### src/hw/rtl/breakpoint_table_interpolator_assert.svh
// Assertion macros shared by the breakpoint table interpolator RTL.
// Every macro samples on clk and is switched off while arst_n is low.
`ifndef BREAKPOINT_TABLE_INTERPOLATOR_ASSERT_SVH
`define BREAKPOINT_TABLE_INTERPOLATOR_ASSERT_SVH

// The consequent must hold in the same cycle as the antecedent.
`define BTI_ASSERT_SAME(lbl, ante, cons, msg) \
	lbl: assert property (@(posedge clk) disable iff (!arst_n) (ante) |-> (cons)) \
		else $error(msg);

// The consequent must hold in the cycle after the antecedent.
`define BTI_ASSERT_NEXT(lbl, ante, cons, msg) \
	lbl: assert property (@(posedge clk) disable iff (!arst_n) (ante) |=> (cons)) \
		else $error(msg);

`endif

### src/hw/rtl/bti_pkg.sv
// Shared types, constants and table access functions for the breakpoint
// table interpolator. No dependencies.
package bti_pkg;

	// Number of table points in use (2 to 8).
	localparam int TABLE_POINTS = 8;
	localparam int LAST_POINT   = TABLE_POINTS - 1;
	// Binary search over TABLE_POINTS-1 segments needs this many probes.
	localparam int SEARCH_STEPS = $clog2(TABLE_POINTS);

	localparam int X_W   = 8;
	localparam int Y_W   = 16;
	localparam int IDX_W = 3;
	localparam int CFG_W = 64;
	localparam int CFG_IDX_W = 2;

	// Configuration register indexes.
	localparam logic [CFG_IDX_W-1:0] CFG_X_BP  = 2'd0;
	localparam logic [CFG_IDX_W-1:0] CFG_Y_LOW = 2'd1;
	localparam logic [CFG_IDX_W-1:0] CFG_Y_HIGH = 2'd2;

	// Status codes.
	localparam logic [1:0] ST_INTERP = 2'd0;
	localparam logic [1:0] ST_LOW    = 2'd1;
	localparam logic [1:0] ST_HIGH   = 2'd2;
	localparam logic [1:0] ST_ERROR  = 2'd3;

	localparam logic [Y_W-1:0] ERR_RESULT = 16'h00FF;

	// Divider geometry: the quotient is known to fit in Y_W bits.
	localparam int DIVD_W       = Y_W + X_W;
	localparam int DIV_BITS     = 4;
	localparam int DIV_STAGES   = Y_W / DIV_BITS;

	typedef struct packed {
		logic [1:0]     status;
		logic [Y_W-1:0] base;
		logic           neg;
	} side_t;

	typedef struct packed {
		logic [X_W-1:0] rem;
		logic [Y_W-1:0] work;
		logic [X_W-1:0] dx;
		side_t          side;
	} div_t;

	typedef struct packed {
		logic             found;
		logic [IDX_W-1:0] k;
	} seg_t;

	function automatic logic [X_W-1:0] bp_x(input logic [CFG_W-1:0] xb,
		input logic [IDX_W-1:0] idx);
		return xb[{idx, 3'b000} +: X_W];
	endfunction

	function automatic logic [Y_W-1:0] bp_y(input logic [CFG_W-1:0] ylo,
		input logic [CFG_W-1:0] yhi, input logic [IDX_W-1:0] idx);
		logic [CFG_W-1:0] reg_sel;
		reg_sel = idx[2] ? yhi : ylo;
		return reg_sel[{idx[1:0], 4'b0000} +: Y_W];
	endfunction

	// Binary search for the segment k with x[k] <= s < x[k+1].
	function automatic seg_t find_segment(input logic [CFG_W-1:0] xb,
		input logic [X_W-1:0] s);
		logic signed [4:0]  lo;
		logic signed [4:0]  hi;
		logic signed [4:0]  mid;
		logic [X_W-1:0]     xm;
		logic [X_W-1:0]     xn;
		seg_t               seg;
		lo  = 5'sd0;
		hi  = 5'(TABLE_POINTS - 2);
		seg = '0;
		for (int i = 0; i < SEARCH_STEPS; i++) begin
			if (!seg.found && lo <= hi) begin
				mid = lo + ((hi - lo) >>> 1);
				xm  = bp_x(xb, mid[IDX_W-1:0]);
				xn  = bp_x(xb, mid[IDX_W-1:0] + 3'd1);
				if (s >= xm && s < xn) begin
					seg.found = 1'b1;
					seg.k     = mid[IDX_W-1:0];
				end else if (xm < s) begin
					lo = mid + 5'sd1;
				end else begin
					hi = mid - 5'sd1;
				end
			end
		end
		return seg;
	endfunction

endpackage

### src/hw/rtl/bti_div_stage.sv
// One registered slice of the restoring divider, DIV_BITS quotient bits.
// Depends on bti_pkg.
module bti_div_stage (
	input  logic          clk,
	input  logic          arst_n,
	input  logic          en,
	input  logic          in_valid,
	input  bti_pkg::div_t in_data,
	output logic          out_valid,
	output bti_pkg::div_t out_data
);

	bti_pkg::div_t nxt;
	logic          valid_s1;
	bti_pkg::div_t data_s1;

	// Shift the next dividend bit into the remainder and subtract the
	// divisor where it fits; quotient bits fill the work word from below.
	always_comb begin
		logic [bti_pkg::X_W:0] trial;
		logic                  qbit;
		nxt = in_data;
		for (int i = 0; i < bti_pkg::DIV_BITS; i++) begin
			trial = {nxt.rem, nxt.work[bti_pkg::Y_W-1]};
			if (trial >= {1'b0, nxt.dx}) begin
				nxt.rem = bti_pkg::X_W'(trial - {1'b0, nxt.dx});
				qbit    = 1'b1;
			end else begin
				nxt.rem = trial[bti_pkg::X_W-1:0];
				qbit    = 1'b0;
			end
			nxt.work = {nxt.work[bti_pkg::Y_W-2:0], qbit};
		end
	end

	always_ff @(posedge clk or negedge arst_n) begin
		if (!arst_n) begin
			valid_s1 <= 1'b0;
		end else if (en) begin
			valid_s1 <= in_valid;
		end
	end

	always_ff @(posedge clk) begin
		if (en) begin
			data_s1 <= nxt;
		end
	end

	assign out_valid = valid_s1;
	assign out_data  = data_s1;

endmodule

### src/hw/rtl/breakpoint_table_interpolator.sv
// Breakpoint table interpolator, top level. Depends on bti_pkg, bti_div_stage
// and the assertion macros in breakpoint_table_interpolator_assert.svh.
//
// Each sample beat is mapped through an eight point piecewise linear table
// whose x breakpoints and y values sit in three 64-bit configuration
// registers. The block takes one sample per cycle and returns one result per
// sample, in order: stage one clamps and runs the three-probe binary search,
// stage two fetches the segment end points, stage three forms the 16 by 8 bit
// product, stages four to seven divide it by the segment width four quotient
// bits at a time, and stage eight adds the signed quotient to the segment base.
// The whole pipeline moves together and only halts while a finished result is
// held on the output by out_stall, so a sample is still taken in the cycle
// that the output is taken. Samples below the first breakpoint report status 1
// with the first y value, samples above or equal to the last breakpoint status
// 2 with the last y value, and a search that finds no segment (only possible
// with a table that is not increasing) reports status 3 with result 255.
// Configuration must only be written while no sample is in flight.
module breakpoint_table_interpolator (
	input  logic                               clk,
	input  logic                               arst_n,
	input  logic                               cfg_we,
	input  logic [bti_pkg::CFG_IDX_W-1:0]      cfg_index,
	input  logic [bti_pkg::CFG_W-1:0]          cfg_data,
	input  logic                               in_valid,
	output logic                               in_stall,
	input  logic [bti_pkg::X_W-1:0]            sample,
	output logic                               out_valid,
	input  logic                               out_stall,
	output logic [bti_pkg::Y_W-1:0]            result,
	output logic [1:0]                         status
);

	`include "breakpoint_table_interpolator_assert.svh"

	// Configuration registers.
	logic [bti_pkg::CFG_W-1:0] x_bp_q;
	logic [bti_pkg::CFG_W-1:0] y_lo_q;
	logic [bti_pkg::CFG_W-1:0] y_hi_q;

	always_ff @(posedge clk or negedge arst_n) begin
		if (!arst_n) begin
			x_bp_q <= '0;
			y_lo_q <= '0;
			y_hi_q <= '0;
		end else if (cfg_we) begin
			unique case (cfg_index)
				bti_pkg::CFG_X_BP:   x_bp_q <= cfg_data;
				bti_pkg::CFG_Y_LOW:  y_lo_q <= cfg_data;
				bti_pkg::CFG_Y_HIGH: y_hi_q <= cfg_data;
				default: ;
			endcase
		end
	end

	// The pipeline advances unless the output holds a beat that is stalled.
	logic en;
	logic valid_s8;

	assign en       = !(valid_s8 && out_stall);
	assign in_stall = !en;

	// Stage 1: range checks against the end breakpoints and segment search.
	logic                           valid_s1;
	logic [bti_pkg::X_W-1:0]        sample_s1;
	logic [bti_pkg::IDX_W-1:0]      k_s1;
	logic [1:0]                     status_s1;
	logic [bti_pkg::Y_W-1:0]        base_s1;

	bti_pkg::seg_t              seg;
	logic [bti_pkg::X_W-1:0]    x_first;
	logic [bti_pkg::X_W-1:0]    x_last;
	logic [1:0]                 status_c1;
	logic [bti_pkg::Y_W-1:0]    base_c1;

	assign x_first = bti_pkg::bp_x(x_bp_q, '0);
	assign x_last  = bti_pkg::bp_x(x_bp_q, bti_pkg::IDX_W'(bti_pkg::LAST_POINT));
	assign seg     = bti_pkg::find_segment(x_bp_q, sample);

	// The low clamp is checked first, then the high clamp, then the search.
	// A sample equal to the last breakpoint falls out of the search and is
	// treated as a high clamp.
	always_comb begin
		if (sample < x_first) begin
			status_c1 = bti_pkg::ST_LOW;
			base_c1   = bti_pkg::bp_y(y_lo_q, y_hi_q, '0);
		end else if (sample > x_last) begin
			status_c1 = bti_pkg::ST_HIGH;
			base_c1   = bti_pkg::bp_y(y_lo_q, y_hi_q,
				bti_pkg::IDX_W'(bti_pkg::LAST_POINT));
		end else if (seg.found) begin
			status_c1 = bti_pkg::ST_INTERP;
			base_c1   = '0;
		end else if (sample == x_last) begin
			status_c1 = bti_pkg::ST_HIGH;
			base_c1   = bti_pkg::bp_y(y_lo_q, y_hi_q,
				bti_pkg::IDX_W'(bti_pkg::LAST_POINT));
		end else begin
			status_c1 = bti_pkg::ST_ERROR;
			base_c1   = bti_pkg::ERR_RESULT;
		end
	end

	always_ff @(posedge clk or negedge arst_n) begin
		if (!arst_n) begin
			valid_s1 <= 1'b0;
		end else if (en) begin
			valid_s1 <= in_valid;
		end
	end

	always_ff @(posedge clk) begin
		if (en) begin
			sample_s1 <= sample;
			k_s1      <= seg.k;
			status_s1 <= status_c1;
			base_s1   <= base_c1;
		end
	end

	// Stage 2: fetch the segment end points and form the slope operands.
	logic                        valid_s2;
	logic [bti_pkg::Y_W-1:0]     dy_mag_s2;
	logic [bti_pkg::X_W-1:0]     ds_s2;
	logic [bti_pkg::X_W-1:0]     dx_s2;
	bti_pkg::side_t              side_s2;

	logic [bti_pkg::Y_W-1:0]     y0_c2;
	logic [bti_pkg::Y_W-1:0]     y1_c2;
	logic [bti_pkg::X_W-1:0]     x0_c2;
	logic [bti_pkg::X_W-1:0]     x1_c2;
	logic [bti_pkg::Y_W:0]       dy_c2;
	logic [bti_pkg::Y_W:0]       dy_neg_c2;
	bti_pkg::side_t              side_c2;

	assign y0_c2     = bti_pkg::bp_y(y_lo_q, y_hi_q, k_s1);
	assign y1_c2     = bti_pkg::bp_y(y_lo_q, y_hi_q, k_s1 + 3'd1);
	assign x0_c2     = bti_pkg::bp_x(x_bp_q, k_s1);
	assign x1_c2     = bti_pkg::bp_x(x_bp_q, k_s1 + 3'd1);
	assign dy_c2     = {1'b0, y1_c2} - {1'b0, y0_c2};
	assign dy_neg_c2 = '0 - dy_c2;

	// For an interpolated sample the base is the lower end point, otherwise
	// it is the clamp or error value already chosen in stage one.
	always_comb begin
		side_c2.status = status_s1;
		side_c2.neg    = dy_c2[bti_pkg::Y_W];
		side_c2.base   = (status_s1 == bti_pkg::ST_INTERP) ? y0_c2 : base_s1;
	end

	always_ff @(posedge clk or negedge arst_n) begin
		if (!arst_n) begin
			valid_s2 <= 1'b0;
		end else if (en) begin
			valid_s2 <= valid_s1;
		end
	end

	always_ff @(posedge clk) begin
		if (en) begin
			dy_mag_s2 <= dy_c2[bti_pkg::Y_W] ? dy_neg_c2[bti_pkg::Y_W-1:0]
				: dy_c2[bti_pkg::Y_W-1:0];
			ds_s2     <= sample_s1 - x0_c2;
			dx_s2     <= x1_c2 - x0_c2;
			side_s2   <= side_c2;
		end
	end

	// Stage 3: unsigned product of the slope magnitude and the offset.
	logic                          valid_s3;
	logic [bti_pkg::DIVD_W-1:0]    prod_s3;
	logic [bti_pkg::X_W-1:0]       dx_s3;
	bti_pkg::side_t                side_s3;

	always_ff @(posedge clk or negedge arst_n) begin
		if (!arst_n) begin
			valid_s3 <= 1'b0;
		end else if (en) begin
			valid_s3 <= valid_s2;
		end
	end

	always_ff @(posedge clk) begin
		if (en) begin
			prod_s3 <= bti_pkg::DIVD_W'(dy_mag_s2) * bti_pkg::DIVD_W'(ds_s2);
			dx_s3   <= dx_s2;
			side_s3 <= side_s2;
		end
	end

	// Stages 4 to 7: restoring division. Because the offset is below the
	// segment width the quotient fits in 16 bits, so the top byte of the
	// product is already smaller than the divisor and starts as remainder.
	logic [bti_pkg::DIV_STAGES:0] div_valid;
	bti_pkg::div_t                div_data [bti_pkg::DIV_STAGES+1];

	assign div_valid[0]         = valid_s3;
	assign div_data[0].rem      = prod_s3[bti_pkg::DIVD_W-1:bti_pkg::Y_W];
	assign div_data[0].work     = prod_s3[bti_pkg::Y_W-1:0];
	assign div_data[0].dx       = dx_s3;
	assign div_data[0].side     = side_s3;

	for (genvar g = 0; g < bti_pkg::DIV_STAGES; g++) begin : g_div
		bti_div_stage u_stage (
			.clk       (clk),
			.arst_n    (arst_n),
			.en        (en),
			.in_valid  (div_valid[g]),
			.in_data   (div_data[g]),
			.out_valid (div_valid[g+1]),
			.out_data  (div_data[g+1])
		);
	end

	// Stage 8: apply the sign of the slope and add the base; this is also
	// the output register.
	bti_pkg::div_t             div_last;
	logic [bti_pkg::Y_W-1:0]   quot;
	logic [bti_pkg::Y_W-1:0]   interp_c8;
	logic [bti_pkg::Y_W-1:0]   result_s8;
	logic [1:0]                status_s8;

	assign div_last  = div_data[bti_pkg::DIV_STAGES];
	assign quot      = div_last.work;
	assign interp_c8 = div_last.side.neg ? div_last.side.base - quot
		: div_last.side.base + quot;

	always_ff @(posedge clk or negedge arst_n) begin
		if (!arst_n) begin
			valid_s8 <= 1'b0;
		end else if (en) begin
			valid_s8 <= div_valid[bti_pkg::DIV_STAGES];
		end
	end

	always_ff @(posedge clk) begin
		if (en) begin
			status_s8 <= div_last.side.status;
			result_s8 <= (div_last.side.status == bti_pkg::ST_INTERP) ? interp_c8
				: div_last.side.base;
		end
	end

	assign out_valid = valid_s8;
	assign result    = result_s8;
	assign status    = status_s8;

	// An accepted sample must enter the first stage.
	`BTI_ASSERT_NEXT(a_accept_enters, in_valid && !in_stall, valid_s1, "accepted beat lost")
	// A segment reported by the search is never zero wide.
	`BTI_ASSERT_SAME(a_dx_nonzero, valid_s2 && side_s2.status == bti_pkg::ST_INTERP, dx_s2 != '0, "zero segment width")
	// The starting remainder must be below the divisor or the quotient overflows.
	`BTI_ASSERT_SAME(a_div_range, valid_s3 && side_s3.status == bti_pkg::ST_INTERP, div_data[0].rem < dx_s3, "quotient overflow")
	// An error beat always carries the error value.
	`BTI_ASSERT_SAME(a_err_value, valid_s8 && status_s8 == bti_pkg::ST_ERROR, result_s8 == bti_pkg::ERR_RESULT, "bad error result")

endmodule
### config.mk
export PLATFORM = sky130hd
export DESIGN_NAME = breakpoint_table_interpolator
export DESIGN_NICKNAME = d
export VERILOG_FILES = /design/src/hw/rtl/bti_pkg.sv /design/src/hw/rtl/bti_div_stage.sv /design/src/hw/rtl/breakpoint_table_interpolator.sv
export VERILOG_INCLUDE_DIRS = /design/src /design/src/hw/rtl
export SDC_FILE = /design/constraint.sdc
export NUM_CORES = 2
export LEC_CHECK = 0
export BUFFER_PORTS_ARGS = -buffer_cell sky130_fd_sc_hd__buf_2
export CAP_MARGIN = 10
export CORE_MARGIN = 1
export CORE_UTILIZATION = 60
export DETAILED_ROUTE_END_ITERATION = 16
export HOLD_SLACK_MARGIN = 0.03
export PLACE_DENSITY = 0.77
export SYNTH_ARGS = -nofsm -noshare
export SYNTH_HDL_FRONTEND = slang
export SYNTH_HIERARCHICAL = 1
export SYNTH_SLANG_ARGS = --single-unit
### constraint.sdc
create_clock -name clk -period 13.6 [get_ports clk]
set_input_delay 1.36 -clock clk [delete_from_list [all_inputs] [get_ports clk]]
set_output_delay 1.36 -clock clk [all_outputs]
set_load 0.02 [all_outputs]
# Word level (Yosys, flattened, before mapping)

Index checks and enable logic that the tools add are counted.

Bits in registers: 537
Bits of input ports: 79

$add $sub $neg: 30
Multiply operators: 1
Order comparisons: 28
Equality and inequality tests: 3
Shifts and indexed selects: 8
Muxes and demuxes: 59
Reductions and logical operators: 14

Operator list:

| kind                                                                | count |
|---|---|
| 64-bit by 7-bit variable part select with 8-bit output              | 6 |
| 9-bit by 8-bit >= comparator with 1-bit output                      | 16 |
| 8-bit subtractor                                                    | 17 |
| 16-bit two-way mux                                                  | 8 |
| 64-bit two-way mux                                                  | 2 |
| 64-bit by 7-bit variable part select with 16-bit output             | 2 |
| 8-bit two-way mux                                                   | 15 |
| 8-bit less-than comparator                                          | 6 |
| 5-bit two-way mux                                                   | 6 |
| 8-bit >= comparator                                                 | 3 |
| 16-bit by 8-bit multiplier with 24-bit output                       | 1 |
| 4-bit two-way mux                                                   | 5 |
| 1-bit two-way mux                                                   | 17 |
| 16-bit by 16-bit subtractor with 17-bit output                      | 1 |
| 16-bit adder                                                        | 1 |
| 1-bit by 16-bit subtractor with 16-bit output, first input constant | 1 |
| 16-bit subtractor                                                   | 1 |
| 3-bit two-way mux                                                   | 4 |
| 5-bit <= comparator                                                 | 2 |
| 3-bit by 1-bit adder with 3-bit output, second input constant       | 3 |
| 8-bit equality test                                                 | 1 |
| 8-bit > comparator                                                  | 1 |
| 1-bit logical AND                                                   | 6 |
| 2-bit zero test                                                     | 3 |
| other kinds (11)                                                    | 15 |

# Longest topological paths before layout

Word-level depth: 22
Gate-level depth with buffers: 44

# Hierarchy

The synthesis kept the hierarchy.

Modules (own cells, without submodules):

| module                                | times used | cells each | area each (µm²) | sequential area each (µm²) |
|---|---|---|---|---|
| breakpoint_table_interpolator         | 1          | 2028       | 24653.6         | 9379.0 |
| bti_div_stage at g_div[0].u_stage ... | 3          | 330        | 3532.1          | 1556.5 |
| bti_div_stage at g_div[3].u_stage     | 1          | 299        | 3394.5          | 1556.5 |

# Least setup slack after synthesis

No wires, ideal clock.

Kind: input port to output port
Start point: in out_stall
End point: out in_stall
Data arrival time: 10.360 ns
Data required time: 12.240 ns
Path slack: 1.880 ns
Cell stages on the path: 2
Buffers on the path: 0
Path through: nand2_1 inv_1

Longest elaborated chain between the ends: 1

Ends and longest elaborated chain:

| what              | line                                | text |
|---|---|---|
| from (decl)       | breakpoint_table_interpolator.sv:28 | `input logic out_stall,` |
| 1-bit logical AND | breakpoint_table_interpolator.sv:59 | `assign en = !(valid_s8 && out_stall);` |
| to (decl)         | breakpoint_table_interpolator.sv:25 | `output logic in_stall,` |

No other way between the ends.

# Worst setup path after layout

Start point: in sample[5] (netlist bit)
End point: reg base_s1[1] (netlist bit), data pin

Longest elaborated chain between the ends: 22

Ends and longest elaborated chain:

| what                                                     | line                                 | text |
|---|---|---|
| from (decl)                                              | breakpoint_table_interpolator.sv:26  | `input logic [bti_pkg::X_W-1:0] sample,` |
| 8-bit less-than comparator, or another cell as far along | bti_pkg.sv:85                        | `end else if (xm < s) begin` |
| 3-bit two-way mux or 1-bit logical AND (tied branches)   | bti_pkg.sv:85, bti_pkg.sv:82         |  |
| 3-bit two-way mux                                        | bti_pkg.sv:82                        | `if (s >= xm && s < xn) begin` |
| 3-bit by 3-bit subtractor with 4-bit output              | bti_pkg.sv:79                        | `mid = lo + ((hi - lo) >>> 1);` |
| 4-bit by 3-bit adder with 5-bit output                   | bti_pkg.sv:79                        |  |
| 3-bit by 1-bit adder with 3-bit output                   | bti_pkg.sv:81                        | `xn = bp_x(xb, mid[IDX_W-1:0] + 3'd1);` |
| 64-bit by 7-bit variable part select with 8-bit output   | bti_pkg.sv:55                        | `return xb[{idx, 3'b000} +: X_W];` |
| 8-bit less-than comparator                               | bti_pkg.sv:82                        |  |
| [... 7 more ...]                                         | -                                    |  |
| 8-bit less-than comparator                               | bti_pkg.sv:82                        |  |
| 1-bit logical AND                                        | bti_pkg.sv:82                        |  |
| 4-bit two-way mux                                        | bti_pkg.sv:82                        |  |
| 4-bit two-way mux                                        | bti_pkg.sv:78                        | `if (!seg.found && lo <= hi) begin` |
| 16-bit two-way mux                                       | breakpoint_table_interpolator.sv:90  | `end else if (seg.found) begin` |
| 16-bit two-way mux                                       | breakpoint_table_interpolator.sv:86  | `end else if (sample > x_last) begin` |
| 16-bit two-way mux (*)                                   | breakpoint_table_interpolator.sv:83  | `if (sample < x_first) begin` |
| via base_c1, one bit                                     | breakpoint_table_interpolator.sv:73  | `logic [bti_pkg::Y_W-1:0] base_c1;` |
| to (signal assigned)                                     | breakpoint_table_interpolator.sv:116 | `base_s1 <= base_c1;` |
| to (decl)                                                | breakpoint_table_interpolator.sv:67  | `logic [bti_pkg::Y_W-1:0] base_s1;` |

Mark *: on every way through the listed nets, which the timed path passes. The rest lies on a longest branch.
A chain may end at the register's enable or synchronous reset.

==> reports/metrics.cfg <==
[worst_setup_path]
critPathCaptureType=flop
rrSetupSlack_ps=3900
crit_required_ps=14060
critical_path_class=in -> reg
cpPeakStageDelay_ps=900
worst-path-buf-inv=4
crit_slowest_cell=ha_1
crit_fanout=31
crit_arrival_ps=10710
r2r-start=x_bp_q[34]$_DFFE_PN0P_
start_kind=input pin
r2r_end=base_s1[1]$_DFFE_PN_
ff2ff_path_depth=35
critical_path.top_delay_family=compound AO/OA/AOI/OAI gates

[grt]
grt_start_max_net_pins=126
grt_antenna_before_repair=14
grt_pass1_wl_um=156400
grt_overflow_total=0
grt.total_usage_pct=31.98
grt_pass1_vias=27331

[clock_tree]
clockRootBuffer=clkbuf_16
tritoncts=built
post_cts_buffers=0
clock_sinks=537
cts_resized=0
cts_buffers=55
clkTransAtPathRegs_ps=70
hold_buffers=0
clk_latency_ps=660
cts_max_level=2
cts_max_path_buffers=3

[place]
hpwl_um=75220
gp_congestion=0.9529
portBuffers=98

[timing]
min_period_ps=10250
holdWs_ps=388.6
post-route-period-util_pct=75.40
clock_skew_ps=59.15
finalSetupTns_ps=0
setup_viol=0
maxSlewViolCount=0
grt_setup_unrepaired=no
max_freq_mhz=97.52
hold_violations=0
slew_headroom_pct=8.212
tightest_slew_ps=1366

[route]
wl_per_cell_um=23.73
drt_iter0_markers=2073
vias=27134
ant_nets=0
via_per_inst=6.397
drt-total-wl_um=100600
post-route-drc-count=0
firstDrtPassIters=5

[die]
die_w_um=253.5
core_area_um2=62050
initial_core_util_pct=61.14
die_height_um=253.5
num_rows=91
io-pin-count=99
die_area_um2=64240

[layout]
area_growth_pct=8.709
layout-drive-gt1-share_pct=19.24
fillers=4558
num-nets-final=3812

[synth]
syn_inst=3270
synth_area_um2=37940
synth_warnings=6
syn-num-nets=3735
synth_area_per_cell_um2=11.60

[hold_path]
min_path_cells=0
hp-class=reg -> reg
min_to=g_div[1].u_stage/out_data[3]$_DFFE_PP_
min_from=g_div[0].u_stage/out_data[3]$_DFFE_PP_

[run]
cap_violations=0

[run_status]
outcome=finished, final reports clean

==> registers in the layout (all words and copies together) (netlist names), 2 cells and up <==
name	cells
x_bp_q	64
g_div.u_stage/out_data	188
dx_s2	8
ds_s2	8
k_s1	3
prod_s3	24
y_lo_q	64
div_data	19
side_s2	19
y_hi_q	64
status_s1	2
g_div.u_stage/out_valid	4
result	16
sample_s1	8
dx_s3	8
status	2
base_s1	16
dy_mag_s2	16
==> routing by layer <==
layer  part of all wire (%)  GRT usage, %
met2                     47         51.26
met3                    7.1         5.674
met1                     41         42.33
met4                    5.1         15.24
met5                  0.011             0
==> cell type report <==
cell class	instances	area, um2	area share (%)
Multi-Input combinational cell	2363	21420	51.93
Sequential cell	537	15120	36.67
Clock buffer	75	1575	3.819
Tap cell	837	1047	2.539
Inverter	269	1017	2.466
Timing Repair Buffer	121	671.9	1.629
Clock inverter	29	361.6	0.8767
Antenna cell	11	27.53	0.06674
==> through the flow <==
stage	cell area, um2	std cells	setup slack, ps	utilization (%)
floorplan	37940	3270	2270	-
global placement	39280	4127	2883	63.30
detailed placement	39280	4127	2736	63.30
CTS	41220	4231	3388	66.42
global route	41230	4236	2808	66.44
finish	41250	4242	3346	66.47
==> cell usage in the layout, fill, tap and decap left out, types with 11 or more instances in the layout <==
master	instances
a21o_1	72
dfrtp_1	200
clkbuf_16	58
nor2b_1	45
a21boi_0	15
o21a_1	38
a21oi_1	113
o21ai_1	20
xor2_1	39
buf_4	23
nor3_1	41
clkbuf_1	11
or3_1	11
nand2b_1	25
o311ai_1	26
nand3_1	76
mux2i_1	61
diode_2	11
or2_2	17
nor3b_1	14
nand4_1	11
mux4_2	140
inv_1	260
edfxtp_1	337
ha_1	283
fa_1	103
mux2_2	230
buf_2	97
o21ai_0	149
a31oi_1	13
o211ai_1	14
nor4_1	11
nand2_1	262
nor2_1	129
and2_1	80
a211oi_1	16
xnor2_1	90
and3_1	21
o31ai_1	17
==> worst max path at each step <==
stage               startpoint                   end  slack (ps)  cells past startpoint
floorplan            out_stall              in_stall        2270                      2
finish               sample[5]  base_s1[1]$_DFFE_PN_        3350                     36
global route         sample[5]  base_s1[0]$_DFFE_PN_        2810                     36
detailed placement   sample[5]  base_s1[1]$_DFFE_PN_        2740                     36
global placement     sample[5]  base_s1[0]$_DFFE_PN_        2880                     36
CTS                  sample[5]  base_s1[1]$_DFFE_PN_        3390                     36
==> worst register-to-register path: cells and delay by family (launching register included) <==
family / cells / cell delay (ps)
AND/OR/NAND/NOR: 5 / 910
adder cells (fa/ha/maj): 5 / 2230
AO/OA/AOI/OAI: 18 / 3720
XOR/XNOR: 1 / 250
flip-flops: 1 / 420
multiplexers: 3 / 1430
buffers and inverters: 3 / 620
Power is not shown: default switching activity piles up to over one toggle a cycle in this logic, so the estimate is an artifact.
